--- config.mk ---
export PLATFORM = sky130hd
export DESIGN_NAME = frbm_front
export DESIGN_NICKNAME = d
export VERILOG_FILES = /design/src/frbm_pkg.sv /design/src/frbm_front.sv
export SDC_FILE = /design/constraint.sdc
export NUM_CORES = 1
export LEC_CHECK = 0
export BUFFER_PORTS_ARGS = -buffer_cell sky130_fd_sc_hd__buf_2
export CAP_MARGIN = 20
export CORE_AREA = 3 3 57 59
export DETAILED_ROUTE_END_ITERATION = 10
export DIE_AREA = 0 0 60 62
export HOLD_SLACK_MARGIN = 0.06
export PLACE_DENSITY_LB_ADDON = 0.15
export SLEW_MARGIN = 0
export SYNTH_ARGS = -nofsm -noshare
export SYNTH_HDL_FRONTEND = slang
export SYNTH_SLANG_ARGS = --single-unit
--- constraint.sdc ---
create_clock -name clk -period 2.31 [get_ports clk]
set_input_delay 0.3465 -clock clk [delete_from_list [all_inputs] [get_ports clk]]
set_output_delay 0.3465 -clock clk [all_outputs]
set_load 0.005 [all_outputs]
--- src/frbm_pkg.sv ---
// frbm_pkg: shared types and codes for the framed ring buffer manager
// no dependencies; used by every module under src

package frbm_pkg;

  localparam int unsigned HEADER_BYTES_DEF   = 4;
  localparam int unsigned MAX_RING_BYTES_DEF = 4096;

  localparam int unsigned CMD_W    = 2;
  localparam int unsigned LEN_W    = 13;
  localparam int unsigned PAD_W    = 13;
  localparam int unsigned OFF_W    = 12;
  localparam int unsigned SIZE_W   = 12;
  localparam int unsigned USED_W   = 13;
  localparam int unsigned STAT_W   = 2;
  localparam int unsigned DATA_W   = 32;
  localparam int unsigned ADDR_W   = 3;

  localparam int unsigned QUEUE_DEPTH = 2;

  // command codes on the cmd port; every other code reads like a peek
  localparam logic [CMD_W-1:0] CMD_ADD    = 2'd0;
  localparam logic [CMD_W-1:0] CMD_REMOVE = 2'd1;

  // register index, taken from paddr[2]
  localparam logic REG_RING_BYTES = 1'b0;

  typedef enum logic [1:0] {
    OP_ADD    = 2'd0,
    OP_REMOVE = 2'd1,
    OP_PEEK   = 2'd2
  } op_t;

  typedef enum logic [STAT_W-1:0] {
    STAT_OK      = 2'd0,
    STAT_NO_ROOM = 2'd1,
    STAT_EMPTY   = 2'd2
  } status_t;

  typedef struct packed {
    op_t              op;
    logic [LEN_W-1:0] len;
    logic [PAD_W-1:0] pad_slots;
  } item_t;

  typedef struct packed {
    logic full;
    logic empty;
  } q_status_t;

endpackage

--- src/frbm_front.sv ---
// frbm_front: command intake, classifies each beat and rounds the chunk
// length up to header slots; depends on frbm_pkg

module frbm_front #(
  parameter int unsigned HEADER_BYTES = frbm_pkg::HEADER_BYTES_DEF
) (
  input  logic                         clk,
  input  logic                         rst,
  input  logic                         start,
  input  logic [frbm_pkg::CMD_W-1:0]   cmd,
  input  logic [frbm_pkg::LEN_W-1:0]   chunk_length,
  input  logic                         clearing,
  input  frbm_pkg::q_status_t          q_status,
  output logic                         busy,
  output logic                         push,
  output frbm_pkg::item_t              item
);

  // ceil(len / HEADER_BYTES) by reciprocal; 19 fraction bits stay exact for 14-bit values
  localparam int unsigned LEN_SHIFT = 19;
  localparam logic [LEN_SHIFT-1:0] LEN_RECIP =
    LEN_SHIFT'(((1 << LEN_SHIFT) + HEADER_BYTES - 1) / HEADER_BYTES);

  logic                                 accept;
  logic                                 held;
  logic [frbm_pkg::LEN_W:0]             len_round;
  logic [frbm_pkg::LEN_W+LEN_SHIFT:0]   len_prod;
  frbm_pkg::op_t                        op;

  assign busy   = clearing | (held & q_status.full);
  assign accept = start & ~busy;
  assign push   = held & ~q_status.full;

  assign len_round = {1'b0, chunk_length} + (frbm_pkg::LEN_W + 1)'(HEADER_BYTES - 1);
  assign len_prod  = (frbm_pkg::LEN_W + LEN_SHIFT + 1)'(len_round)
                   * (frbm_pkg::LEN_W + LEN_SHIFT + 1)'(LEN_RECIP);

  always_comb begin
    unique case (cmd)
      frbm_pkg::CMD_ADD:    op = frbm_pkg::OP_ADD;
      frbm_pkg::CMD_REMOVE: op = frbm_pkg::OP_REMOVE;
      default:              op = frbm_pkg::OP_PEEK;
    endcase
  end

  always_ff @(posedge clk) begin
    if (rst) begin
      held <= 1'b0;
    end else if (accept) begin
      held <= 1'b1;
    end else if (push) begin
      held <= 1'b0;
    end
  end

  always_ff @(posedge clk) begin
    if (accept) begin
      item.op        <= op;
      item.len       <= chunk_length;
      item.pad_slots <= len_prod[LEN_SHIFT +: frbm_pkg::PAD_W];
    end
  end

endmodule

==> impl_metrics.json <==
{
  "placed_cell_area_mm2": 0.00140,
  "worst_hold_slack_ns": 0.165,
  "grt_start_max_net_pins": 28,
  "fin_crit_sh_pct": 58.3,
  "postCtsHoldBufs": 0,
  "power_mw": 1.00,
  "overflow": 0,
  "firstDrtPassIters": 4,
  "drc": 0,
  "ios": 51,
  "viasPerCell": 4.85,
  "slew_violations": 0,
  "regArea_um2": 831,
  "die_y_um": 62,
  "crit_required_ns": 1.96,
  "wl_mm": 1.96,
  "power_density_mw_per_mm2": 690,
  "synth_top_area_share_pct": 72.4,
  "wl_per_cell_um": 13.2,
  "crit_slowest_cell": "dfxtp_1",
  "cp.arrival_ns": 1.00,
  "antenna_found_initial": 0,
  "first_iter_violations": 20,
  "hp-class": "in2reg",
  "cts_buffers": 3,
  "yosys-top-cells-area": "edfxtp_1 72%, xnor2_1 6.3%, o2111ai_4 2.3%, xor2_1 2.3%, nor4_4 1.9%",
  "avgSynthCellArea_um2": 16.7,
  "portBuffers": 48,
  "drive_above_1_share_pct": 48.3,
  "clk_latency_ns": 0.33,
  "crit_buf_inv": 1,
  "crit_family": "flip-flops",
  "synth-edff-count": 27,
  "clk_pin_slew_ns": 0.14,
  "grt_pass1_vias": 689,
  "cts_tree": "built",
  "yosysTopAreaCell": "edfxtp_1",
  "p_leak_nw": 0.570,
  "hold_viol_final": 0,
  "setup-violations-final": 0,
  "yosysMostFrequentCell": "edfxtp_1",
  "critPathMaxFanout": 3,
  "p_sw_mw": 0.201,
  "place.gp.congestion": 0.722,
  "n_antenna_cell": 0,
  "crit_chain": "nand2_1 -> nand2b_1 -> buf_2",
  "combinationalPowerShare_pct": 9.4,
  "worstSetupStartpointType": "register",
  "syn_to_final_growth_pct": 29.6,
  "grt_pass1_wl_mm": 3.04,
  "num_rows": 19,
  "seqPwrFrac_pct": 58.8,
  "finalInstanceArea_mm2": 0.00145,
  "synth_area_mm2": 0.00112,
  "cpPeakStageDelay_ns": 0.40,
  "synth.distinct_cells": 23,
  "core_area_mm2": 0.00276,
  "die_w_um": 60,
  "rsz0062_at_grt": "no",
  "multi_input_area_um2": 278,
  "end_kind": "output pin",
  "fmax_mhz": 743,
  "yosysSeqAreaShare_pct": 74.2,
  "internal-power_mw": 0.801,
  "async_flop_share_pct": 0,
  "fillCellCount": 239,
  "postCtsSetupRepairBufs": 0,
  "fin_util_pct": 52.6,
  "syn_nets": 88,
  "tns_ns": 0,
  "dieArea_mm2": 0.00372,
  "synth_seq_cells": 28,
  "sw_frac_of_total_pct": 20.1,
  "status": "completed",
  "clkPwrFrac_pct": 31.8,
  "synth_top_flop_cell": "edfxtp_1",
  "drtAntennaViolNets": 0,
  "path_class": "reg2out",
  "final_nets": 140,
  "synth_warnings": 0,
  "cap_violations": 0,
  "grt_usage_pct": 11.4,
  "syn_inst": 67,
  "ctsResizeCount": 0,
  "cts_buffer_depth": 2,
  "start_util_pct": 40.6,
  "htree_levels": 1,
  "finClkSkew_ns": 0.0175,
  "cts_root_buf": "clkbuf_4",
  "ir_worst_vdd_v": 0.000342,
  "clkSinkCount": 28,
  "vias": 722,
  "min_period_ns": 1.35,
  "synth_common_cells": "27 x edfxtp_1, 8 x xnor2_1, 4 x nand2_1, 3 x xor2_1"
}
-- area by class of cell --
cell class                      count  share of cell area, %
Sequential cell                    28                   57.2
Tap cell                           31                   2.67
Timing Repair Buffer               49                   17.1
Inverter                            1                  0.259
Clock buffer                        3                   1.55
Multi-Input combinational cell     36                   19.1
Clock inverter                      1                   2.07
-- flip-flops by register name, indices dropped and copies added (netlist names) --
| name | cells |
|---|---|
| held | 1 |
| item | 27 |
-- through the flow --
| stage | setup WS [ns] | std cells |
|---|---|---|
| floorplan | 0.0463 | 67 |
| global placement | 0.932 | 145 |
| detailed placement | 0.907 | 145 |
| CTS | 0.950 | 149 |
| global route | 0.906 | 149 |
| finish | 0.964 | 149 |
-- worst register-to-register path: cells and delay by family, from the launching register on --
family          cells  cell delay, ns
buf+inv             1            0.33
flops               1            0.36
compound gates      1            0.12
-- cells in the final DEF, fill, tap and decap left out, types with 2 or more instances in the layout --
master / count
nand4_1: 2
nand2_1: 4
xor2_1: 3
nand3_1: 2
nand2b_1: 2
xnor2_1: 8
edfxtp_1: 27
buf_2: 48
nor3_1: 2
clkbuf_4: 3
nor2b_1: 2
-- layer usage --
layer,wire [µm],vias up,GRT usage [%],share of wire (%)
met4,38,0,6.65,1.9
li1,-,349,-,-
met5,0,-,0,0
met2,945,36,19.3,48
met1,766,333,12.5,39
met3,213,4,3.72,11
-- logic make-up after synthesis --
| family | count (synthesis) | share of synthesized area, % |
|---|---|---|
| AOI/OAI and AO/OA | 6 | 5.36 |
| DFF | 28 | 74.2 |
| and+or+nand+nor | 18 | 10.2 |
| other | 1 | 0.335 |
| buffers and inverters | 3 | 1.34 |
| xor gates and xnor gates | 11 | 8.60 |
-- worst paths after layout --
path	cells past startpoint	startpoint	endpoint	slack [ns]
setup reg to reg	2	held$_SDFFE_PP0P_	item[19]$_DFFE_PP_	1.19
hold / removal	2	rst	held$_SDFFE_PP0P_	0.17
hold reg to reg	2	held$_SDFFE_PP0P_	held$_SDFFE_PP0P_	0.54
setup / recovery	3	held$_SDFFE_PP0P_	busy	0.96
-- power groups by stage --
stage | sequential, mW | combinational, mW | clock (mW)
floorplan | 0.606 | 0.0337 | 0
global placement | 0.601 | 0.0933 | 0
detailed placement | 0.601 | 0.0958 | 0
CTS | 0.590 | 0.0958 | 0.329
global route | 0.592 | 0.105 | 0.350
finish | 0.589 | 0.0938 | 0.319
Note: power is estimated with default switching activity, not from simulation.
