## src/frbm_pkg.sv

```systemverilog
// frbm_pkg: shared types and codes for the framed ring buffer manager
// no dependencies; used by every module under src

package frbm_pkg;

  localparam int unsigned HEADER_BYTES_DEF   = 4;
  localparam int unsigned MAX_RING_BYTES_DEF = 4096;

  localparam int unsigned CMD_W    = 2;
  localparam int unsigned LEN_W    = 13;
  localparam int unsigned PAD_W    = 13;
  localparam int unsigned OFF_W    = 12;
  localparam int unsigned SIZE_W   = 12;
  localparam int unsigned USED_W   = 13;
  localparam int unsigned STAT_W   = 2;
  localparam int unsigned DATA_W   = 32;
  localparam int unsigned ADDR_W   = 3;

  localparam int unsigned QUEUE_DEPTH = 2;

  // command codes on the cmd port; every other code reads like a peek
  localparam logic [CMD_W-1:0] CMD_ADD    = 2'd0;
  localparam logic [CMD_W-1:0] CMD_REMOVE = 2'd1;

  // register index, taken from paddr[2]
  localparam logic REG_RING_BYTES = 1'b0;

  typedef enum logic [1:0] {
    OP_ADD    = 2'd0,
    OP_REMOVE = 2'd1,
    OP_PEEK   = 2'd2
  } op_t;

  typedef enum logic [STAT_W-1:0] {
    STAT_OK      = 2'd0,
    STAT_NO_ROOM = 2'd1,
    STAT_EMPTY   = 2'd2
  } status_t;

  typedef struct packed {
    op_t              op;
    logic [LEN_W-1:0] len;
    logic [PAD_W-1:0] pad_slots;
  } item_t;

  typedef struct packed {
    logic full;
    logic empty;
  } q_status_t;

endpackage

```

## src/frbm_queue.sv

```systemverilog
// frbm_queue: short queue of classified commands between intake and execution
// depends on frbm_pkg

module frbm_queue (
  input  logic                 clk,
  input  logic                 rst,
  input  logic                 push,
  input  frbm_pkg::item_t      push_item,
  input  logic                 pop,
  output frbm_pkg::item_t      pop_item,
  output frbm_pkg::q_status_t  status
);

  localparam int unsigned PTR_W = $clog2(frbm_pkg::QUEUE_DEPTH);
  localparam int unsigned CNT_W = $clog2(frbm_pkg::QUEUE_DEPTH + 1);

  frbm_pkg::item_t   entries [frbm_pkg::QUEUE_DEPTH];
  logic [PTR_W-1:0]  wr_ptr;
  logic [PTR_W-1:0]  rd_ptr;
  logic [CNT_W-1:0]  count;
  logic              do_push;
  logic              do_pop;

  assign status.full  = (count == CNT_W'(frbm_pkg::QUEUE_DEPTH));
  assign status.empty = (count == '0);
  assign do_push      = push & ~status.full;
  assign do_pop       = pop & ~status.empty;
  assign pop_item     = entries[rd_ptr];

  // depth is a power of two, pointers wrap by themselves
  always_ff @(posedge clk) begin
    if (rst) begin
      wr_ptr <= '0;
      rd_ptr <= '0;
      count  <= '0;
    end else begin
      if (do_push) begin
        wr_ptr <= wr_ptr + PTR_W'(1);
      end
      if (do_pop) begin
        rd_ptr <= rd_ptr + PTR_W'(1);
      end
      if (do_push && !do_pop) begin
        count <= count + CNT_W'(1);
      end else if (do_pop && !do_push) begin
        count <= count - CNT_W'(1);
      end
    end
  end

  always_ff @(posedge clk) begin
    if (do_push) begin
      entries[wr_ptr] <= push_item;
    end
  end

endmodule

```

## config.mk

```make
export PLATFORM = sky130hd
export DESIGN_NAME = frbm_queue
export DESIGN_NICKNAME = d
export VERILOG_FILES = /design/src/frbm_pkg.sv /design/src/frbm_queue.sv
export SDC_FILE = /design/constraint.sdc
export NUM_CORES = 1
export LEC_CHECK = 0
export ABC_AREA = 1
export BUFFER_PORTS_ARGS = -buffer_cell sky130_fd_sc_hd__buf_2
export CELL_PAD_IN_SITES_DETAIL_PLACEMENT = 0
export CELL_PAD_IN_SITES_GLOBAL_PLACEMENT = 1
export CORE_ASPECT_RATIO = 0.5
export CORE_MARGIN = 5
export CORE_UTILIZATION = 39
export DETAILED_ROUTE_END_ITERATION = 8
export PLACE_DENSITY_LB_ADDON = 0.1
export SLEW_MARGIN = 20
export SYNTH_ARGS = -nofsm -noshare
export SYNTH_HDL_FRONTEND = slang
export SYNTH_SLANG_ARGS = --single-unit
```

## constraint.sdc

```tcl
create_clock -name clk -period 2 [get_ports clk]
set_input_delay 0 -clock clk [delete_from_list [all_inputs] [get_ports clk]]
set_output_delay 0 -clock clk [all_outputs]
set_load 0.01 [all_outputs]
```

==> flow_summary.json, run 1 <==
{
  "cts_htree_levels": 3,
  "combPwrFrac": 0.246,
  "post-route-period-util": 0.831,
  "min-delay-path-class": "primary input to register",
  "setup_ws_ns": 0.339,
  "area_delta_synth_final_pct": 39.6,
  "syn_inst": 124,
  "clk_latency_ns": 0.31,
  "viasPerCell": 4.39,
  "drv_slew": 0,
  "grt_pass1_vias": 1416,
  "worst_pin_slew_ns": 0.408,
  "drc_errors": 0,
  "rsz0062_at_grt": "no",
  "finalSetupTns_ns": 0,
  "path_max_fanout": 4,
  "drive_gt1_frac": 0.472,
  "synth_top_area_share": 0.708,
  "die_y_um": 65.2,
  "maxCapViolCount": 0,
  "wl_per_cell_um": 13.2,
  "p_int_mw": 2.94,
  "critPathCaptureType": "register",
  "io_buffers": 61,
  "power_mw": 3.96,
  "grt_max_degree": 29,
  "dr.first_iter.drc_count": 49,
  "pre_cts_slack_ns": 0.376,
  "use_met1": 0.137,
  "avgSynthCellArea_um2": 19.1,
  "finalHoldViolations": 0,
  "ys.warnings.count": 0,
  "grt_antenna_before_repair": 0,
  "start_util": 0.397,
  "rows": 20,
  "die_w_um": 120,
  "io_pins": 62,
  "ys_seq_elements": 61,
  "cts-root-buf": "clkbuf_16",
  "clkSinkCount": 61,
  "vias": 1342,
  "dp.final_hpwl_mm": 2.58,
  "clockPowerShare": 0.319,
  "wirelength_mm": 4.03,
  "cp-start-kind": "register",
  "finalSetupViolCount": 0,
  "min_from": "pop",
  "cts.clk_slew.worst_paths_ns": 0.05,
  "grtUsageMet2": 0.181,
  "rr_endpoint": "count[1]",
  "fin_nets": 258,
  "clockBufferDepth": 2,
  "min_period_ns": 1.66,
  "path_class": "register to register",
  "syn_nets": 157,
  "grt_use_met3": 0.0542,
  "grt_use_total": 0.115,
  "numCtsBuffers": 9,
  "maxSlewHeadroom": 0.728,
  "status": "finished clean",
  "synth_area_leaders": "edfxtp_1, mux2_4, dfxtp_1",
  "overflow": 0,
  "fillers": 504,
  "cts_tree": "built",
  "syn_area_mm2": 0.00237,
  "place.gp.congestion": 0.641,
  "power.density_mw_per_mm2": 1200,
  "critical_path_arrival_ns": 1.91,
  "postCtsSetupRepairBufs": 0,
  "crit_required_ns": 2.25,
  "yosysSeqAreaShare": 0.751,
  "p_sw_frac": 0.260,
  "antenna_cells": 0,
  "power.switching_mw": 1.03,
  "synth_cell_types": 17,
  "synth.largest_area_cell": "edfxtp_1",
  "min_delay_path_depth": 4,
  "first_pass_iters": 4,
  "irDropWorstVdd_mv": 0.580,
  "coreArea_mm2": 0.00598,
  "crit-reg2reg-launch": "count[1]",
  "fin_skew_ns": 0.00527,
  "timing.fmax_mhz": 602,
  "p_leak_nw": 1.33,
  "grt_pass1_wl_mm": 6.69,
  "rrSetupSlack_ns": 0.34,
  "seqPwrFrac": 0.434,
  "ant_nets": 0,
  "die_area_mm2": 0.00784,
  "gr-max-usage-layer": "met2",
  "reg2reg_depth": 9
}
layout make-up:
cell class	instances	area [um^2]	area share
clock buffer	11	233	0.0702
multi-input combinational	51	522	0.157
inverter	9	33.8	0.0102
sequential	61	1780	0.538
tap	77	96.3	0.0291
clock inverter	4	16.3	0.00491
timing repair buffer	93	631	0.190
cell usage in the layout, fill, tap and decap left out:
cell and n:
a21oi_1 1, and2_1 1, buf_12 1, buf_2 61, buf_4 2, clkbuf_1 2, clkbuf_16 9, clkinv_1 3
clkinv_2 1, dfxtp_1 4, dfxtp_2 1, dlygate4sd3_1 29, edfxtp_1 56, ha_1 1, inv_1 8, inv_2 1
mux2_2 8, mux2_4 20, nand2_1 4, nand3_1 1, nand4_1 1, nor2_1 7, nor2_4 2, o21ai_0 3
o21ai_2 2
routing by layer:
metal,vias up,wire length [um]
li1,662,-
met1,636,1800
met2,40,1930
met3,4,256
met4,0,42
met5,-,0
cells by family (layout without fill, tap and decap cells):
family                   Yosys count  count (layout)  synth area share
AO/OA/AOI/OAI                      6               6            0.0158
buffers and inverters             12             117            0.0358
AND/OR/NAND/NOR                   16              16            0.0279
multiplexers                      28              28             0.164
flip-flops                        61              61             0.751
adder cells (fa/ha/maj)            1               1           0.00527
stage by stage:
stage                     hold slack [ns]   util  instances  cell area, um^2
after CTS                          0.0830  0.554        306             3310
after global routing               0.0967  0.554        306             3310
after detailed placement            0.193  0.464        262             2780
after global placement              0.187  0.464        262             2780
after floorplan                    0.0989      -        124             2370
final                               0.100  0.554        306             3310
worst max-delay path by stage:
stage                   from       endpoint  slack, ns
floorplan           count[0]  entries[1][0]      -0.14
global placement    count[1]       count[1]       0.49
detailed placement  count[1]       count[1]       0.38
CTS                 register   pop_item[19]       0.33
global route        count[1]       count[1]       0.22
finish              count[1]       count[1]       0.34
cell usage after synthesis (all sizes together):
| cell | count |
|---|---|
| nand2 | 4 |
| edfxtp | 56 |
| o21ai | 5 |
| inv | 9 |
| a21oi | 1 |
| nand4 | 1 |
| mux2 | 28 |
| ha | 1 |
| buf | 3 |
| dfxtp | 5 |
| nand3 | 1 |
| and2 | 1 |
| nor2 | 9 |
worst max-delay path: stages (launching register included):
cell and delay, ns:
dfxtp_1 0.38, inv_1 0.10, o21ai_2 0.29, inv_1 0.10, ha_1 0.34, inv_1 0.10, nand3_1 0.09, nand2_1 0.06
inv_1 0.03, nor2_1 0.09
sequential cells by signal (all words and copies together) (netlist names), named ones only:
name     count
count        2
entries     56
rd_ptr       1
wr_ptr       1
repair_timing:
action | in CTS | in global routing
resized for setup | 0 | 0
endpoints found under the hold margin | 58 | 0
hold buffers | 29 | 0
power by group through the flow:
stage	combinational, mW	sequential, mW	clock (mW)
after floorplan	0.686	1.70	0
after global placement	0.935	1.74	0
after detailed placement	0.947	1.75	0
after CTS	0.995	1.73	1.31
after global routing	1.07	1.75	1.37
final	0.977	1.72	1.27
Note: power is estimated with default switching activity, not from simulation.
==> inputs of run 2 (changes only) <==
Clock period 2 ns to 1.45 ns, I/O delays scaled along.
==> run 2 against run 1 <==
Sequential share of layout area fell by 1.8 points. Hold slack better by 0.00079 ns. Sequential power up 37%. Largest cell class unchanged. Highest routed layer unchanged.
==> flow_summary.json, run 2 (synthesis gave the netlist of run 1 again) <==
{
  "place.gp.congestion": 0.709,
  "grt_pass1_vias": 1422,
  "crit-reg2reg-launch": "count[0]",
  "ff_latch_area_mm2": 0.00179,
  "die_w_um": 120,
  "p_leak_nw": 1.38,
  "antenna_cells": 0,
  "power.density_mw_per_mm2": 1690,
  "p_sw_frac": 0.255,
  "grt_antenna_before_repair": 0,
  "finalHoldViolations": 0,
  "status": "finished clean",
  "rr_endpoint": "entries[0][15]",
  "grt_pass1_wl_mm": 6.74,
  "rows": 20,
  "critPathCaptureType": "output port",
  "final_common_cell": "buf_2",
  "dp.final_hpwl_mm": 2.64,
  "final_util": 0.574,
  "clockBufferDepth": 2,
  "min-delay-path-class": "primary input to register",
  "worst_pin_slew_ns": 0.265,
  "irDropWorstVdd_mv": 0.751,
  "clkSinkCount": 61,
  "regMostFlops": "entries",
  "dpl_cell_area_mm2": 0.00282,
  "pre_cts_slack_ns": 0.0665,
  "die_area_mm2": 0.00784,
  "crit_required_ns": 1.45,
  "rsz0062_at_grt": "no",
  "seqPwrFrac": 0.404,
  "drv_slew": 0,
  "clk_latency_ns": 0.32,
  "overflow": 0,
  "clockPowerShare": 0.337,
  "viasPerCell": 4.39,
  "cts_htree_levels": 3,
  "io_buffers": 61,
  "dr.first_iter.drc_count": 26,
  "rrSetupSlack_ns": 0.11,
  "power.switching_mw": 1.48,
  "grt_max_degree": 29,
  "numCtsBuffers": 9,
  "maxSlewHeadroom": 0.823,
  "crit_end": "pop_item[12]",
  "dp.cells": 265,
  "reg.largest.list": "entries (56), count (2)",
  "post-route-period-util": 0.952,
  "layout_common_cells": "buf_2, edfxtp_1, dlygate4sd3_1",
  "wl_per_cell_um": 13.8,
  "path_class": "register to output port",
  "multi_input_area_um2": 534,
  "cts_tree": "built",
  "wirelength_mm": 4.30,
  "path_max_fanout": 14,
  "grt_use_total": 0.116,
  "min_period_ns": 1.38,
  "p_int_mw": 4.33,
  "final_area_mm2": 0.00344,
  "ant_nets": 0,
  "fin_skew_ns": 0.00600,
  "cp-start-kind": "register",
  "die_y_um": 65.2,
  "io_pins": 62,
  "cts-root-buf": "clkbuf_16",
  "drc_errors": 0,
  "first_pass_iters": 4,
  "start_util": 0.397,
  "maxCapViolCount": 0,
  "finalSetupViolCount": 0,
  "postCtsSetupRepairBufs": 0,
  "drive_gt1_frac": 0.500,
  "cts.clk_slew.worst_paths_ns": 0.05,
  "largest_reg_flops": 56,
  "critical_path_arrival_ns": 1.38,
  "setup_ws_ns": 0.0699,
  "area_delta_synth_final_pct": 44.8,
  "reg2reg_depth": 4,
  "timing.fmax_mhz": 725,
  "combPwrFrac": 0.259,
  "vias": 1365,
  "stdcell_count": 311,
  "coreArea_mm2": 0.00598,
  "fillers": 484,
  "fin_nets": 262
}
## run 2: cell count changes in the layout (fill, tap and decap cells not counted), sizes merged
| cell | change |
|---|---|
| clkbuf | -1 |
| bufinv | +1 |
| buf | +3 |
| clkinv | +2 |
## run 2: final cells by class
type,count,share of cell area
repair buffers,97,0.205
multi-input cells,51,0.155
well taps,77,0.0280
inverters,9,0.00983
clock buffers,9,0.0655
clock inverters,7,0.0164
flip-flops and latches,61,0.520
## run 2: critical path: stages, from the launching register on
cell,delay [ns]
dfxtp_4,0.39
buf_12,0.17
mux2_2,0.35
buf_2,0.14
## run 2: metrics by stage
step                power (mW)  hold slack [ns]  setup TNS (ns)
floorplan                 3.29           0.0989          -13.22
global placement          3.76            0.188               0
detailed placement        3.78            0.192               0
CTS                       5.84           0.0406               0
global route              6.13            0.111               0
finish                    5.82            0.101               0
## run 2: what timing repair did
item                       CTS  global route
hold buffers                29             0
gates resized for setup      0             3
hold endpoints to repair    59             0
setup endpoints to repair    0             4
## run 2: power groups by stage
stage | registers [mW] | logic [mW] | clock network [mW]
floorplan | 2.34 | 0.952 | 0
global placement | 2.35 | 1.41 | 0
detailed placement | 2.36 | 1.42 | 0
CTS | 2.33 | 1.48 | 2.03
global route | 2.38 | 1.65 | 2.10
finish | 2.35 | 1.51 | 1.96
## run 2: how the worst min path moves through the flow
stage | start | endpoint | slack [ns] | cells after the start
after floorplan | push_item[0] | entries[0][0] | 0.1 | 0
after global placement | push_item[27] | entries[0][27] | 0.19 | 1
after detailed placement | push_item[27] | entries[0][27] | 0.19 | 1
after CTS | push | wr_ptr | 0.04 | 5
after global routing | pop | register | 0.11 | 4
final | push | wr_ptr | 0.10 | 5
## run 2: metal layers
metal,GRT usage,up-vias,routed length [um]
met3,0.0482,10,249
li1,-,676,-
met2,0.195,40,2090
met5,0,-,0
met4,0.0551,0,77
met1,0.132,639,1880
